--- src/abcsh_pkg.sv ---
// Shared types and constants for the audio bitcrusher / sample-hold block.
// No dependencies; used by every module of the block.
package abcsh_pkg;

  localparam int MAX_CHANNELS = 8;
  localparam int CH_W         = 3;
  localparam int SMP_W        = 16;
  localparam int CFG_IDX_W    = 3;
  localparam int CFG_DATA_W   = 16;
  localparam int DIV_STEPS    = 17;
  localparam int DIV_CNT_W    = 5;

  typedef logic [CFG_IDX_W-1:0] cfg_idx_t;
  localparam cfg_idx_t REG_INTERLEAVED = 3'd0;
  localparam cfg_idx_t REG_PROCESSED   = 3'd1;
  localparam cfg_idx_t REG_GAIN        = 3'd2;
  localparam cfg_idx_t REG_LEVELS      = 3'd3;
  localparam cfg_idx_t REG_HOLD        = 3'd4;

  // request into the crush unit
  typedef struct packed {
    logic                    start;
    logic signed [SMP_W-1:0] x;
    logic [15:0]             lv;
    logic [15:0]             gain;
  } crush_req_t;

  // response from the crush unit
  typedef struct packed {
    logic                    done;
    logic signed [SMP_W-1:0] y;
  } crush_rsp_t;

  typedef enum logic [6:0] {
    C_IDLE = 7'b0000001,
    C_MUL1 = 7'b0000010,
    C_RND  = 7'b0000100,
    C_MUL2 = 7'b0001000,
    C_PREP = 7'b0010000,
    C_DIV  = 7'b0100000,
    C_DONE = 7'b1000000
  } crush_state_t;

  typedef enum logic [2:0] {
    T_IDLE = 3'b001,
    T_BUSY = 3'b010,
    T_FIN  = 3'b100
  } top_state_t;

endpackage

--- src/abcsh_crush.sv ---
// Quantize, gain and saturate one sample: one shared multiplier and one
// restoring divider step, sequenced by a state machine. Uses abcsh_pkg.
module abcsh_crush (
  input  logic                   clk,
  input  logic                   rst,
  input  abcsh_pkg::crush_req_t  req,
  output abcsh_pkg::crush_rsp_t  rsp
);

  abcsh_pkg::crush_state_t state;

  logic        neg;
  logic [16:0] mag;
  logic [15:0] lv;
  logic [15:0] gain;
  logic [31:0] prod;
  logic [15:0] q;
  logic        big;
  logic [16:0] rem;
  logic [16:0] dq;
  logic [abcsh_pkg::DIV_CNT_W-1:0] cnt;

  logic [16:0] sx;
  logic [16:0] mul_a;
  logic [15:0] mul_b;
  logic [32:0] mul_p;
  logic [32:0] rnd;
  logic [40:0] dvd;
  logic [16:0] dvs;
  logic [17:0] trial;
  logic [17:0] diff;
  logic        ge;
  logic [16:0] neg_r;

  assign sx = {req.x[15], req.x};

  // shared multiplier: level scaling first, then gain
  always_comb begin
    if (state == abcsh_pkg::C_MUL1) begin
      mul_a = mag;
      mul_b = lv;
    end else begin
      mul_a = {1'b0, q};
      mul_b = gain;
    end
  end
  assign mul_p = {16'd0, mul_a} * {17'd0, mul_b};

  assign rnd   = {1'b0, prod} + 33'd16384;
  assign dvd   = {1'b0, prod, 8'h00} + {25'd0, lv};
  assign dvs   = {lv, 1'b0};
  assign trial = {rem, dq[16]};
  assign diff  = trial - {1'b0, dvs};
  assign ge    = trial >= {1'b0, dvs};
  assign neg_r = 17'd0 - dq;

  always_ff @(posedge clk) begin
    if (rst) begin
      state <= abcsh_pkg::C_IDLE;
      cnt   <= '0;
    end else begin
      case (state)
        abcsh_pkg::C_IDLE: begin
          if (req.start) begin
            neg   <= req.x[15];
            mag   <= req.x[15] ? (17'd0 - sx) : sx;
            lv    <= req.lv;
            gain  <= req.gain;
            state <= abcsh_pkg::C_MUL1;
          end
        end
        abcsh_pkg::C_MUL1: begin
          prod  <= mul_p[31:0];
          state <= abcsh_pkg::C_RND;
        end
        abcsh_pkg::C_RND: begin
          q     <= rnd[30:15];
          state <= abcsh_pkg::C_MUL2;
        end
        abcsh_pkg::C_MUL2: begin
          prod  <= mul_p[31:0];
          state <= abcsh_pkg::C_PREP;
        end
        abcsh_pkg::C_PREP: begin
          // quotient of 2^17 or more saturates either way
          big   <= dvd[40:17] >= {7'd0, dvs};
          rem   <= dvd[33:17];
          dq    <= dvd[16:0];
          cnt   <= '0;
          state <= abcsh_pkg::C_DIV;
        end
        abcsh_pkg::C_DIV: begin
          rem <= ge ? diff[16:0] : trial[16:0];
          dq  <= {dq[15:0], ge};
          if (cnt == abcsh_pkg::DIV_CNT_W'(abcsh_pkg::DIV_STEPS - 1)) begin
            state <= abcsh_pkg::C_DONE;
          end else begin
            cnt <= cnt + 1'b1;
          end
        end
        abcsh_pkg::C_DONE: begin
          state <= abcsh_pkg::C_IDLE;
        end
        default: state <= abcsh_pkg::C_IDLE;
      endcase
    end
  end

  always_comb begin
    rsp.done = (state == abcsh_pkg::C_DONE);
    if (neg) begin
      if (big || dq > 17'd32768) rsp.y = 16'sh8000;
      else                       rsp.y = neg_r[15:0];
    end else begin
      if (big || dq > 17'd32767) rsp.y = 16'sh7FFF;
      else                       rsp.y = dq[15:0];
    end
  end

endmodule

--- src/audio_bitcrush_sample_hold_top.sv ---
// A degraded channel passes through abcsh_crush and its 17-step divider
// before out_valid; a pass-through channel goes straight to the output
// register. A new item is taken only once the last result is loaded there.
// Output register frees the input side while a result waits to be taken.
// rst (synchronous) restores registers to 2,2,256,256,1, clears held
// samples and the frame counter; no clearing pass is needed.
module audio_bitcrush_sample_hold_top (
  input  logic                                clk,
  input  logic                                rst,
  input  logic                                in_valid,
  output logic                                in_ready,
  input  logic signed [abcsh_pkg::SMP_W-1:0]  sample_in,
  input  logic [abcsh_pkg::CH_W-1:0]          channel_index,
  output logic                                out_valid,
  input  logic                                out_ready,
  output logic signed [abcsh_pkg::SMP_W-1:0]  sample_out,
  input  logic                                cfg_valid,
  output logic                                cfg_ready,
  input  logic [abcsh_pkg::CFG_IDX_W-1:0]     cfg_index,
  input  logic [abcsh_pkg::CFG_DATA_W-1:0]    cfg_data
);

  abcsh_pkg::top_state_t state;

  logic [3:0]  interleaved_channels;
  logic [3:0]  processed_channels;
  logic [15:0] gain_q8_8;
  logic [15:0] quant_levels;
  logic [7:0]  hold_frames;

  logic signed [abcsh_pkg::SMP_W-1:0] held [abcsh_pkg::MAX_CHANNELS];
  logic [7:0] frame_cnt;
  logic signed [abcsh_pkg::SMP_W-1:0] res;

  logic [3:0]  ic_eff;
  logic [3:0]  pc_lim;
  logic [3:0]  pc_eff;
  logic [15:0] lv_eff;
  logic        hold_on;
  logic        pass;
  logic        frame_end;
  logic        accept;
  logic        out_load;
  logic [7:0]  frame_cnt_inc;
  logic signed [abcsh_pkg::SMP_W-1:0] x_sel;

  abcsh_pkg::crush_req_t req;
  abcsh_pkg::crush_rsp_t rsp;

  assign cfg_ready = 1'b1;
  assign in_ready  = (state == abcsh_pkg::T_IDLE);
  assign accept    = in_valid && in_ready;
  assign out_load  = (state == abcsh_pkg::T_FIN) && (!out_valid || out_ready);

  always_comb begin
    if (interleaved_channels == 4'd0)     ic_eff = 4'd1;
    else if (interleaved_channels > 4'd8) ic_eff = 4'd8;
    else                                  ic_eff = interleaved_channels;
    pc_lim = (processed_channels > ic_eff) ? ic_eff : processed_channels;
    pc_eff = (pc_lim == 4'd0) ? 4'd1 : pc_lim;
    lv_eff = (quant_levels < 16'd2) ? 16'd2 : quant_levels;
  end

  assign hold_on       = hold_frames > 8'd1;
  assign pass          = {1'b0, channel_index} >= pc_eff;
  assign frame_end     = ({1'b0, channel_index} == (ic_eff - 4'd1)) && hold_on;
  assign frame_cnt_inc = frame_cnt + 8'd1;
  assign x_sel         = (hold_on && frame_cnt != 8'd0) ? held[channel_index] : sample_in;

  assign req.start = accept && !pass;
  assign req.x     = x_sel;
  assign req.lv    = lv_eff;
  assign req.gain  = gain_q8_8;

  abcsh_crush u_crush (
    .clk (clk),
    .rst (rst),
    .req (req),
    .rsp (rsp)
  );

  always_ff @(posedge clk) begin
    if (rst) begin
      interleaved_channels <= 4'd2;
      processed_channels   <= 4'd2;
      gain_q8_8            <= 16'd256;
      quant_levels         <= 16'd256;
      hold_frames          <= 8'd1;
    end else if (cfg_valid && cfg_ready) begin
      case (cfg_index)
        abcsh_pkg::REG_INTERLEAVED: interleaved_channels <= cfg_data[3:0];
        abcsh_pkg::REG_PROCESSED:   processed_channels   <= cfg_data[3:0];
        abcsh_pkg::REG_GAIN:        gain_q8_8            <= cfg_data;
        abcsh_pkg::REG_LEVELS:      quant_levels         <= cfg_data;
        abcsh_pkg::REG_HOLD:        hold_frames          <= cfg_data[7:0];
        default: ;
      endcase
    end
  end

  // held samples and frame counter
  always_ff @(posedge clk) begin
    if (rst) begin
      for (int i = 0; i < abcsh_pkg::MAX_CHANNELS; i++) begin
        held[i] <= '0;
      end
      frame_cnt <= '0;
    end else if (accept) begin
      if (!pass && hold_on && frame_cnt == 8'd0) begin
        held[channel_index] <= sample_in;
      end
      if (frame_end) begin
        frame_cnt <= (frame_cnt_inc >= hold_frames) ? 8'd0 : frame_cnt_inc;
      end
    end
  end

  always_ff @(posedge clk) begin
    if (rst) begin
      state <= abcsh_pkg::T_IDLE;
    end else begin
      case (state)
        abcsh_pkg::T_IDLE: begin
          if (accept) begin
            res   <= sample_in;
            state <= pass ? abcsh_pkg::T_FIN : abcsh_pkg::T_BUSY;
          end
        end
        abcsh_pkg::T_BUSY: begin
          if (rsp.done) begin
            res   <= rsp.y;
            state <= abcsh_pkg::T_FIN;
          end
        end
        abcsh_pkg::T_FIN: begin
          if (out_load) state <= abcsh_pkg::T_IDLE;
        end
        default: state <= abcsh_pkg::T_IDLE;
      endcase
    end
  end

  always_ff @(posedge clk) begin
    if (rst) begin
      out_valid <= 1'b0;
    end else if (out_load) begin
      out_valid  <= 1'b1;
      sample_out <= res;
    end else if (out_ready) begin
      out_valid <= 1'b0;
    end
  end

endmodule

--- config.mk ---
export PLATFORM = sky130hd
export DESIGN_NAME = audio_bitcrush_sample_hold_top
export DESIGN_NICKNAME = d
export VERILOG_FILES = /design/src/abcsh_pkg.sv /design/src/abcsh_crush.sv /design/src/audio_bitcrush_sample_hold_top.sv
export SDC_FILE = /design/constraint.sdc
export NUM_CORES = 1
export LEC_CHECK = 0
export BUFFER_PORTS_ARGS = -buffer_cell sky130_fd_sc_hd__buf_2
export CAP_MARGIN = 20
export CORE_ASPECT_RATIO = 1.2
export CORE_MARGIN = 4
export CORE_UTILIZATION = 65
export CTS_BUF_LIST = sky130_fd_sc_hd__clkbuf_4 sky130_fd_sc_hd__clkbuf_8
export CTS_CLUSTER_SIZE = 40
export DETAILED_ROUTE_END_ITERATION = 12
export PLACE_DENSITY = 0.84
export SYNTH_ARGS = -nofsm -noshare
export SYNTH_HDL_FRONTEND = slang
export SYNTH_HIERARCHICAL = 1
export SYNTH_SLANG_ARGS = --single-unit
--- constraint.sdc ---
create_clock -name clk -period 13.2 [get_ports clk]
set_input_delay 2.64 -clock clk [delete_from_list [all_inputs] [get_ports clk]]
set_output_delay 2.64 -clock clk [all_outputs]
set_load 0.01 [all_outputs]
# After elaboration in Yosys (flattened, before gate mapping)
# Memories as Yosys holds them, arrays and structs flattened.
# Index checks and enable logic that the tools add are counted.
[totals] ff_bits=237 ram_bits=128 input_bits=43 out_inout_bits=19 elab_cells=142 memories=1
[op_classes] n_addsub=8 mul=1 magnitude_cmp=10 eq_ne=22 muxes=39 bitwise_logic=1 reduce_logical=38
[memory_table] memory="held" words=8 word_bits=16 read_ports=1 rd_clocked_by_memory_dff=0 wr=8 line="audio_bitcrush_sample_hold_top.sv:31" rtl="logic signed [abcsh_pkg::SMP_W-1:0] held [abcsh_pkg::MAX_CHANNELS];"
[ops] cell="2-to-1 mux 16 bit" n=8
[ops] cell="one-hot mux 17 bit (2 select lines)" n=2
[ops] cell="one-hot mux 7 bit (6 select lines)" n=1
[ops] cell="adder 40 x 16 -> 41 bit" n=1
[ops] cell="2-to-1 mux 17 bit" n=2
[ops] cell="multiplier 17 x 16 -> 32 bit" n=1
[ops] cell="one-hot mux 16 bit (2 select lines)" n=1
[ops] cell="adder 31 x 15 -> 31 bit, second input constant" n=1
[ops] cell="AND reduction 2 bit" n=13
[ops] cell="greater-or-equal comparator 24 x 17 -> 1 bit" n=1
[ops] cell="greater-or-equal comparator 18 x 17 -> 1 bit" n=1
[ops] cell="greater-than comparator 17 x 15 -> 1 bit, second input constant" n=1
[ops] cell="greater-than comparator 17 x 16 -> 1 bit, second input constant" n=1
[ops] cell="subtractor 1 x 16 -> 17 bit, first input constant" n=1
[ops] cell="subtractor 17 bit" n=1
[ops] cell="< comparator 16 x 2 -> 1 bit, second input constant" n=1
[ops] cell="2-to-1 mux 4 bit" n=4
[ops] cell="OR reduction 16 bit" n=1
[ops] cell="subtractor 1 x 16 -> 16 bit, first input constant" n=1
[ops] cell="2-to-1 mux 15 bit" n=1
[ops] cell="2-to-1 mux 3 bit" n=5
[ops] cell="2-to-1 mux 7 bit" n=2
[ops] cell="one-hot mux 5 bit (2 select lines)" n=1
[ops] cell="equality test 3 x 2 -> 1 bit, second input constant" n=3
[ops] cell="37 further kinds" n=64

# Longest topological paths before layout
# Gate-level depths: netlist of the first run.
[logic_depth] word_depth=17 mapped_depth=29 depth_no_buf=26

# Hierarchy
# The synthesis of the first run kept the hierarchy.
[by_module_without_submodules] mod="abcsh_crush" instances=1 cells_each=1823 area_per_inst_um2=17254.0 seq_area_each_um2=4234.1
[by_module_without_submodules] mod="audio_bitcrush_sample_hold_top" instances=1 cells_each=889 area_per_inst_um2=10013.4 seq_area_each_um2=6005.8

# Worst setup path before layout of the first run
# No wires, ideal clock.
[synth_path] path_kind="input to register" startpoint="in channel_index[0] (netlist name)" endpoint="reg u_crush.gain[0] (enable)" setup_ns=0.598 t_arrival_ns=9.671 t_required_ns=12.602 setup_slack_ns=2.930 path_stages=11 n_path_buf=3 path_cell_list="buf_2 > clkinv_1 > ha_1 > nand2b_1 > a21o_1 > a21o_1 > o221a_2 > buf_2 > buf_1 > nor2_1 > nor4b_1"
[synth_lines] item="from (decl)" line="audio_bitcrush_sample_hold_top.sv:13" rtl="input logic [abcsh_pkg::CH_W-1:0] channel_index,"
[synth_lines] item="to (signal assigned)" line="abcsh_crush.sv:68" rtl="gain <= req.gain;"
[synth_lines] item="to (decl)" line="abcsh_crush.sv:15" rtl="logic [15:0] gain;"

# Final worst setup path of the first run
[layout_path] startpoint="reg u_crush.state[4]" endpoint="reg u_crush.prod[28] (data pin)"
[layout_via] elab_chain_len=3 elab_cells_between_ends=4 cone_classes="mul (1); eq/ne (1); mux (2)"
[layout_lines] item="from (decl)" line="abcsh_crush.sv:10" rtl="abcsh_pkg::crush_state_t state;"
[layout_lines] item="from (signal assigned)" line="abcsh_crush.sv:59" rtl="state <= abcsh_pkg::C_IDLE;"
[layout_lines] item="from (signal assigned)" line="abcsh_crush.sv:69" rtl="state <= abcsh_pkg::C_MUL1;"
[layout_lines] item="from (signal assigned)" line="abcsh_crush.sv:74" rtl="state <= abcsh_pkg::C_RND;"
[layout_lines] item="equality test 7 x 2 -> 1 bit *" line="abcsh_crush.sv:39" rtl="if (state == abcsh_pkg::C_MUL1) begin"
[layout_lines] item="2-to-1 mux 17 bit / 2-to-1 mux 16 bit (equally long branches)" line="abcsh_crush.sv:39"
[layout_lines] item="multiplier 17 x 16 -> 32 bit *" line="abcsh_crush.sv:47" rtl="assign mul_p = {16'd0, mul_a} * {17'd0, mul_b};"
[layout_lines] item="via u_crush.mul_p[28]" line="abcsh_crush.sv:26" rtl="logic [32:0] mul_p;"
[layout_lines] item="to (signal assigned)" line="abcsh_crush.sv:73" rtl="prod <= mul_p[31:0];"
[layout_lines] item="to (signal assigned)" line="abcsh_crush.sv:81" rtl="prod <= mul_p[31:0];"
[layout_lines] item="to (decl)" line="abcsh_crush.sv:16" rtl="logic [31:0] prod;"
# The timed path passes the listed nets; every way through them passes the cells marked *.
# A chain may end at the register's enable or synchronous reset.

==> key figures, run 1 <==
Pwr
  – Flop pwr share: 0.406
  – Peak supply drop: 0.0000933 V
  – Tot Pwr: 0.00328 W
  – P_int: 0.00221 W
  – Net Sw Frac: 0.326
  – Pleak: 11.9 nW
  – Pwr/cell area: 112 nW/um^2
  – Clk pwr share: 0.313
  – Comb power frac: 0.281
  – Sw Pwr: 0.00107 W

Worst setup path
  – Most used cell, CP: fa_1
  – Reg2reg start: u_crush/state[4]
  – Flop2flop setup slack: 4.24 ns
  – R2R Path End: u_crush/prod[28]
  – Crit path kind: reg -> reg
  – CP startpoint kind: flip-flop
  – CP Data Arrival Time: 9.33 ns
  – R2R depth: 25
  – Critical-path top delay cell: mux2i_1
  – Crit. End Element: flip-flop
  – Peak per-stage delay on the critical path: 0.89 ns
  – Critical path required time: 13.57 ns
  – Crit-path max FO: 74

Worst hold path
  – WHS Path Cells: 0
  – Tightest Hold Check Type: reg -> reg
  – Min-Delay Endpoint: sample_out[15]
  – Hold path startpoint: res[15]

Synthesis
  – Average size of a mapped cell: 10.1 um^2
  – Synth Area in XOR/XNOR: 0.0340
  – Register area share after synthesis: 0.376
  – Cell taking the most area after synthesis: edfxtp_1
  – Main combinational cell family by area after synthesis: adder cells
  – Distinct cells, synth: 82
  – Post-Syn Instances: 2712
  – Synthesized Nets: 3129
  – Post-synthesis mux area share: 0.0357
  – Ys flop type: edfxtp_1
  – Synth top area share: 0.323
  – Synth Register Bits: 365
  – Post-synthesis cell area: 27300 um^2
  – Simple-gate share of the synthesized area: 0.161
  – Post-Synth Adder-Cell Area: 0.229
  – Synth Area in Compound Gates: 0.100
  – Ranking of synthesized cells by area: edfxtp_1, fa_1, ha_1
  – Async set-reset flop share out of synthesis: 0
  – EDFF count, synth: 293
  – Synthesis warning total: 6

Detailed routing
  – Post-route DRC: 0
  – Routed len/inst: 23.3 um
  – First drt pass iteration count: 6
  – Detailed router's first-iteration violation count: 2455
  – Vias per cell: 6.53
  – Vias: 21.7k
  – Post-route ant nets: 0
  – Final wirelength: 77.6 mm

STA
  – F_max: 112 MHz
  – Crit path time final: 8.96 ns
  – Worst Skew: 0.0689 ns
  – # setup viols final: 0
  – Hold Slack: 0.385 ns
  – Relative slew slack: 0.249
  – Slack of the critical path: 4.24 ns
  – Unrepaired setup endpoints after global routing: no
  – Max-slew violations: 0
  – Final Cycle Share: 0.678
  – Worst-margin pin slew: 1.13 ns
  – Final TNS setup: 0 ns
  – Final Hold Vio Count: 0

Clocking
  – Bufs on Longest Clock Path: 3
  – CTS H-tree lvls: 2
  – CTS Hold Bufs: 0
  – Setup Buffers After CTS: 0
  – Worst-path clk slew: 0.08 ns
  – TritonCTS clock tree: built
  – Clk sink count: 365
  – Root Driver: clkbuf_8
  – TritonCTS Buffers: 55
  – Post-CTS resize count: 0
  – Clk_lat worst skew: 0.67 ns

Global route
  – Largest net degree at the start of global routing: 105
  – Remaining Overflow, GRT: 0
  – Vias in the first global route: 22.4k
  – Initial antenna violation count: 0
  – First-pass GRT wire length: 123 mm
  – Gr usage total: 0.344

Floorplan
  – Initial Utilization: 0.663
  – Core Region: 41100 um^2
  – Die height: 232 um
  – IO Pins: 62
  – FP Rows: 81
  – Die area: 45300 um^2
  – Die W: 195 um

Placement
  – I/O Buffers: 60
  – Area after DPL: 28000 um^2
  – Placer congestion estimate: 1.04
  – Dpl ws: 4.37 ns
  – Post-DP HPWL: 57.1 mm

Run
  – Maxcap violations: 0

Cells and area
  – Final Instance Area: 29300 um^2
  – # diodes: 0
  – Most frequent cells in the layout: nand2_1, inv_1, edfxtp_1
  – Area Growth Syn to Fin: 7.47%
  – Final net count: 3160
  – Leading cell type in the layout, fill and taps excluded: nand2_1
  – Layout cell share with drive strength beyond 1: 0.0986

Run status
  – Status: completed
==> worst max-delay path: cells and delay by family, from the launching register on <==
| family | cells | cell delay [ns] |
|---|---|---|
| compound gates | 5 | 1.37 |
| fa+ha+maj | 7 | 3.57 |
| buf+inv | 5 | 0.95 |
| mux | 1 | 0.89 |
| simple gates | 7 | 1.51 |
| flops | 1 | 0.36 |
==> final cells by class <==
type	count	area (um^2)
Clock buffer	77	935
Tap cell	539	674
Sequential cell	365	10200
Timing Repair Buffer	97	594
Multi-Input combinational cell	1903	15400
Fill cell	3006	11800
Inverter	321	1200
Clock inverter	25	287
==> per-layer routing <==
| metal | wire length, um | global-route usage |
|---|---|---|
| met1 | 27000 | 0.420 |
| met2 | 37000 | 0.568 |
| met3 | 7880 | 0.0672 |
| met4 | 5680 | 0.209 |
| met5 | 0 | 0 |
==> registers in the layout, summed over array words and instances (netlist names), 3 cells and up <==
| signal | flops |
|---|---|
| held | 128 |
| u_crush/prod | 32 |
| u_crush/dq | 17 |
| u_crush/mag | 17 |
| u_crush/rem | 17 |
| gain_q8_8 | 16 |
| quant_levels | 16 |
| res | 16 |
| sample_out | 16 |
| u_crush/gain | 16 |
| u_crush/lv | 16 |
| u_crush/q | 16 |
| frame_cnt | 8 |
| hold_frames | 8 |
| u_crush/state | 7 |
| u_crush/cnt | 5 |
| interleaved_channels | 4 |
| processed_channels | 4 |
| state | 3 |
==> worst max-delay path by stage <==
stage | startpoint | to | slack, ns
detailed placement | u_crush/state[4] | u_crush/prod[28] | 4.37
global route | u_crush/state[4] | u_crush/prod[28] | 3.81
CTS | u_crush/state[4] | u_crush/prod[28] | 4.40
global placement | u_crush/state[4] | u_crush/prod[28] | 4.71
floorplan | channel_index[0] | u_crush/gain[0] | 2.93
finish | u_crush/state[4] | u_crush/prod[28] | 4.24
==> per-stage QoR <==
| step | std cells | util |
|---|---|---|
| floorplan | 2712 | - |
| global placement | 3222 | 0.682 |
| detailed placement | 3222 | 0.682 |
| CTS | 3324 | 0.711 |
| global route | 3327 | 0.712 |
| finish | 3327 | 0.712 |
==> power groups by stage <==
stage	combinational [W]	clock (W)	sequential, W
after floorplan	0.000646	0	0.00135
after global placement	0.000862	0	0.00135
after detailed placement	0.000903	0	0.00136
after CTS	0.000907	0.00104	0.00133
after global routing	0.00102	0.00109	0.00133
final	0.000924	0.00103	0.00133
==> cells in the mapped netlist, types with 4 or more instances <==
library cell and count:
nor3b_1 6, o41ai_1 8, mux2_2 50, a211oi_1 13, buf_2 17, o21a_1 13
clkbuf_1 95, nand2_1 343, nor2_1 198, a21oi_1 114, a211o_1 4, a22oi_1 65
nand4_1 18, xor2_1 43, a21o_1 36, or2_2 5, nand3b_1 7, o21bai_1 7
nand3_1 50, mux2i_1 41, a31oi_1 8, nor3_2 4, buf_6 6, o311ai_0 5
o21ai_0 53, and2_1 16, a41oi_1 19, nor2b_1 16, dfxtp_1 72, inv_1 318
or4_1 6, o31ai_1 15, or3_1 11, edfxtp_1 293, xnor2_1 63, a2bb2oi_1 8
and3_1 29, nor4_1 114, fa_1 209, ha_1 165, nor3_1 66, nand2b_1 20
==> kinds of logic after synthesis <==
logic type,count (synthesis)
other,2
flip-flops,365
XOR/XNOR,106
multiplexers,91
AO/OA/AOI/OAI,404
buffers and inverters,444
adder cells (fa/ha/maj),374
AND/OR/NAND/NOR,926
(Power assumes the default switching activity.)
==> inputs of run 2 (changes only) <==
--- a/config.mk
+++ b/config.mk
@@ -5,6 +5,7 @@
 export SDC_FILE = /design/constraint.sdc
 export NUM_CORES = 1
 export LEC_CHECK = 0
+export ABC_AREA = 1
 export BUFFER_PORTS_ARGS = -buffer_cell sky130_fd_sc_hd__buf_2
 export CAP_MARGIN = 20
 export CORE_ASPECT_RATIO = 1.2
==> constraint.sdc (replaced) <==
create_clock -name clk -period 9.24 [get_ports clk]
set_input_delay 1.848 -clock clk [delete_from_list [all_inputs] [get_ports clk]]
set_output_delay 1.848 -clock clk [all_outputs]
set_load 0.01 [all_outputs]
==> run 2 against run 1 <==
  * Non-clock buffer count fell by 12
  * Sequential share of layout area fell by 0.56 points
  * Synthesized area rose by 1.7%
  * Synthesized cell count rose by 18%
  * Largest cell class unchanged
==> key figures, run 2 <==
Run status
  – Status: completed

Floorplan
  – Die height: 234 um
  – Core Region: 42000 um^2
  – Die W: 197 um
  – Die area: 46000 um^2
  – IO Pins: 62
  – Initial Utilization: 0.661
  – FP Rows: 82

Synthesis
  – Distinct cells, synth: 55
  – Register area share after synthesis: 0.369
  – Ys flop type: edfxtp_1
  – EDFF count, synth: 293
  – Cell taking the most area after synthesis: edfxtp_1
  – Synthesis warning total: 6
  – Post-Syn Instances: 3196
  – Average size of a mapped cell: 8.68 um^2
  – Ranking of synthesized cells by area: edfxtp_1, fa_1, nand2_1
  – Async set-reset flop share out of synthesis: 0
  – Synth top area share: 0.317
  – Post-synthesis cell area: 27700 um^2
  – Synthesized Nets: 3613
  – Top-count cell post-synth: nand2_1
  – Synth Register Bits: 365
  – Top post-synthesis cells by count: nand2_1, inv_1, nor2_1, edfxtp_1, fa_1

Cells and area
  – Final net count: 3669
  – Multi-input gate area: 15000 um^2
  – Layout cell share with drive strength beyond 1: 0.0788
  – Non-filler cells, final: 3845
  – Most frequent cells in the layout: nand2_1, inv_1, nor2_1
  – Leading cell type in the layout, fill and taps excluded: nand2_1
  – Area Growth Syn to Fin: 7.38%
  – Top reg by flops: held
  – Top Registers: held: 128 flops, u_crush/prod: 32 flops
  – Max reg flops: 128
  – Fillers: 3213
  – Reg area: 10200 um^2

Placement
  – Post-DP HPWL: 64.1 mm
  – I/O Buffers: 60
  – Placed Cells incl. Taps: 3736
  – Placer congestion estimate: 1.07

STA
  – Final TNS setup: 0 ns
  – Max-slew violations: 0
  – Unrepaired setup endpoints after global routing: no
  – F_max: 128 MHz
  – Final Cycle Share: 0.843
  – Crit path time final: 7.79 ns
  – Relative slew slack: 0.315
  – Worst Skew: 0.0448 ns
  – Final Hold Vio Count: 0
  – Worst-margin pin slew: 1.03 ns
  – # setup viols final: 0

Worst setup path
  – R2R depth: 25
  – Most used cell, CP: fa_1
  – CP Data Arrival Time: 8.19 ns
  – R2R Path End: u_crush/prod[29]
  – Flop2flop setup slack: 1.45 ns
  – Crit-path max FO: 52
  – CP startpoint kind: flip-flop
  – Crit path kind: reg -> reg
  – Crit. End Element: flip-flop
  – Reg2reg start: u_crush/state[1]
  – Peak per-stage delay on the critical path: 0.61 ns
  – Critical-path top delay cell: o21ai_2
  – Critical path required time: 9.64 ns

Clocking
  – Clk sink count: 365
  – Setup Buffers After CTS: 0
  – Clk_lat worst skew: 0.65 ns
  – Bufs on Longest Clock Path: 3
  – Root Driver: clkbuf_8
  – TritonCTS Buffers: 55
  – Post-CTS resize count: 0
  – CTS Hold Bufs: 0
  – TritonCTS clock tree: built
  – CTS H-tree lvls: 2
  – Worst-path clk slew: 0.06 ns

Worst hold path
  – Min-Delay Endpoint: sample_out[0]
  – Hold path startpoint: res[0]
  – Tightest Hold Check Type: reg -> reg
  – WHS Path Cells: 0

Global route
  – Vias in the first global route: 23.4k
  – Remaining Overflow, GRT: 0
  – Gr usage total: 0.368
  – Initial antenna violation count: 1
  – Largest net degree at the start of global routing: 60
  – First-pass GRT wire length: 129 mm

Run
  – Maxcap violations: 0

Detailed routing
  – Vias: 23.0k
  – Post-route ant nets: 0
  – First drt pass iteration count: 6
  – Vias per cell: 5.98
  – Routed len/inst: 22.0 um
  – Detailed router's first-iteration violation count: 2299
  – Post-route DRC: 0
  – Final wirelength: 84.4 mm

Pwr
  – Peak supply drop: 0.000274 V
  – Pwr/cell area: 222 nW/um^2
  – Pleak: 13.8 nW
[run 2: cell types whose count changed in the layout (fill, tap and decap cells not counted), sizes merged, moves of 50 or more]
cell and change:
inv +213, nand2 +287, nor2 +300, o21ai +129
mux2 -50, nor4 -103
[run 2: worst max-delay path by stage]
stage | start | end | slack, ns | cells after the start
2_1_floorplan | channel_index[0] | u_crush/gain[0] | 2.12 | 11
3_3_place_gp | u_crush/state[1] | u_crush/prod[22] | 1.64 | 21
3_5_place_dp | u_crush/state[2] | u_crush/prod[22] | 1.63 | 21
4_1_cts | u_crush/state[1] | u_crush/prod[29] | 1.59 | 25
5_1_grt | u_crush/state[1] | u_crush/prod[22] | 1.15 | 21
6_report | u_crush/state[1] | u_crush/prod[29] | 1.45 | 25
[run 2: power by group]
part / internal, W / switching, W
registers: 0.00197 / 0.0000318
clock network: 0.000821 / 0.000670
logic: 0.00108 / 0.00204
total: 0.00387 / 0.00274
[run 2: cell type report]
class                   count  area share
clock inverters            27     0.00958
flip-flops and latches    365       0.344
clock buffers              76      0.0322
repair buffers             85      0.0173
inverters                 555      0.0700
well taps                 546      0.0229
multi-input cells        2190       0.504
diodes                      1   0.0000840
[run 2: critical path: cells and delay by family (launching register included)]
kind | cells | cell delay, ns
flip-flops | 1 | 0.36
AND/OR/NAND/NOR | 11 | 1.94
AO/OA/AOI/OAI | 2 | 0.78
adder cells (fa/ha/maj) | 7 | 3.58
buffers and inverters | 5 | 0.89
[run 2: cell families after synthesis]
| family | Yosys count | synth area share |
|---|---|---|
| other | 2 | 0.000271 |
| adder cells (fa/ha/maj) | 374 | 0.225 |
| flip-flops | 365 | 0.369 |
| AO/OA/AOI/OAI | 377 | 0.0824 |
| AND/OR/NAND/NOR | 1331 | 0.198 |
| buffers and inverters | 641 | 0.0910 |
| XOR/XNOR | 106 | 0.0335 |
[run 2: layer usage]
| layer | part of all wire | vias up | track usage |
|---|---|---|---|
| met5 | 0 | - | 0 |
| met4 | 0.099 | 0 | 0.296 |
| met3 | 0.089 | 463 | 0.0642 |
| met2 | 0.49 | 1407 | 0.631 |
| met1 | 0.33 | 10800 | 0.403 |
| li1 | - | 10300 | - |
[run 2: through the flow]
| step | hold slack [ns] | power (W) | area [um^2] | setup WS [ns] | util |
|---|---|---|---|---|---|
| finish | 0.428 | 0.00661 | 29800 | 1.45 | 0.710 |
| global route | 0.438 | 0.00706 | 29800 | 1.15 | 0.710 |
| CTS | 0.431 | 0.00657 | 29700 | 1.59 | 0.708 |
| detailed placement | 0.405 | 0.00507 | 28500 | 1.63 | 0.678 |
| global placement | 0.404 | 0.00504 | 28500 | 1.64 | 0.678 |
| floorplan | 0.400 | 0.00419 | 27700 | 2.12 | - |
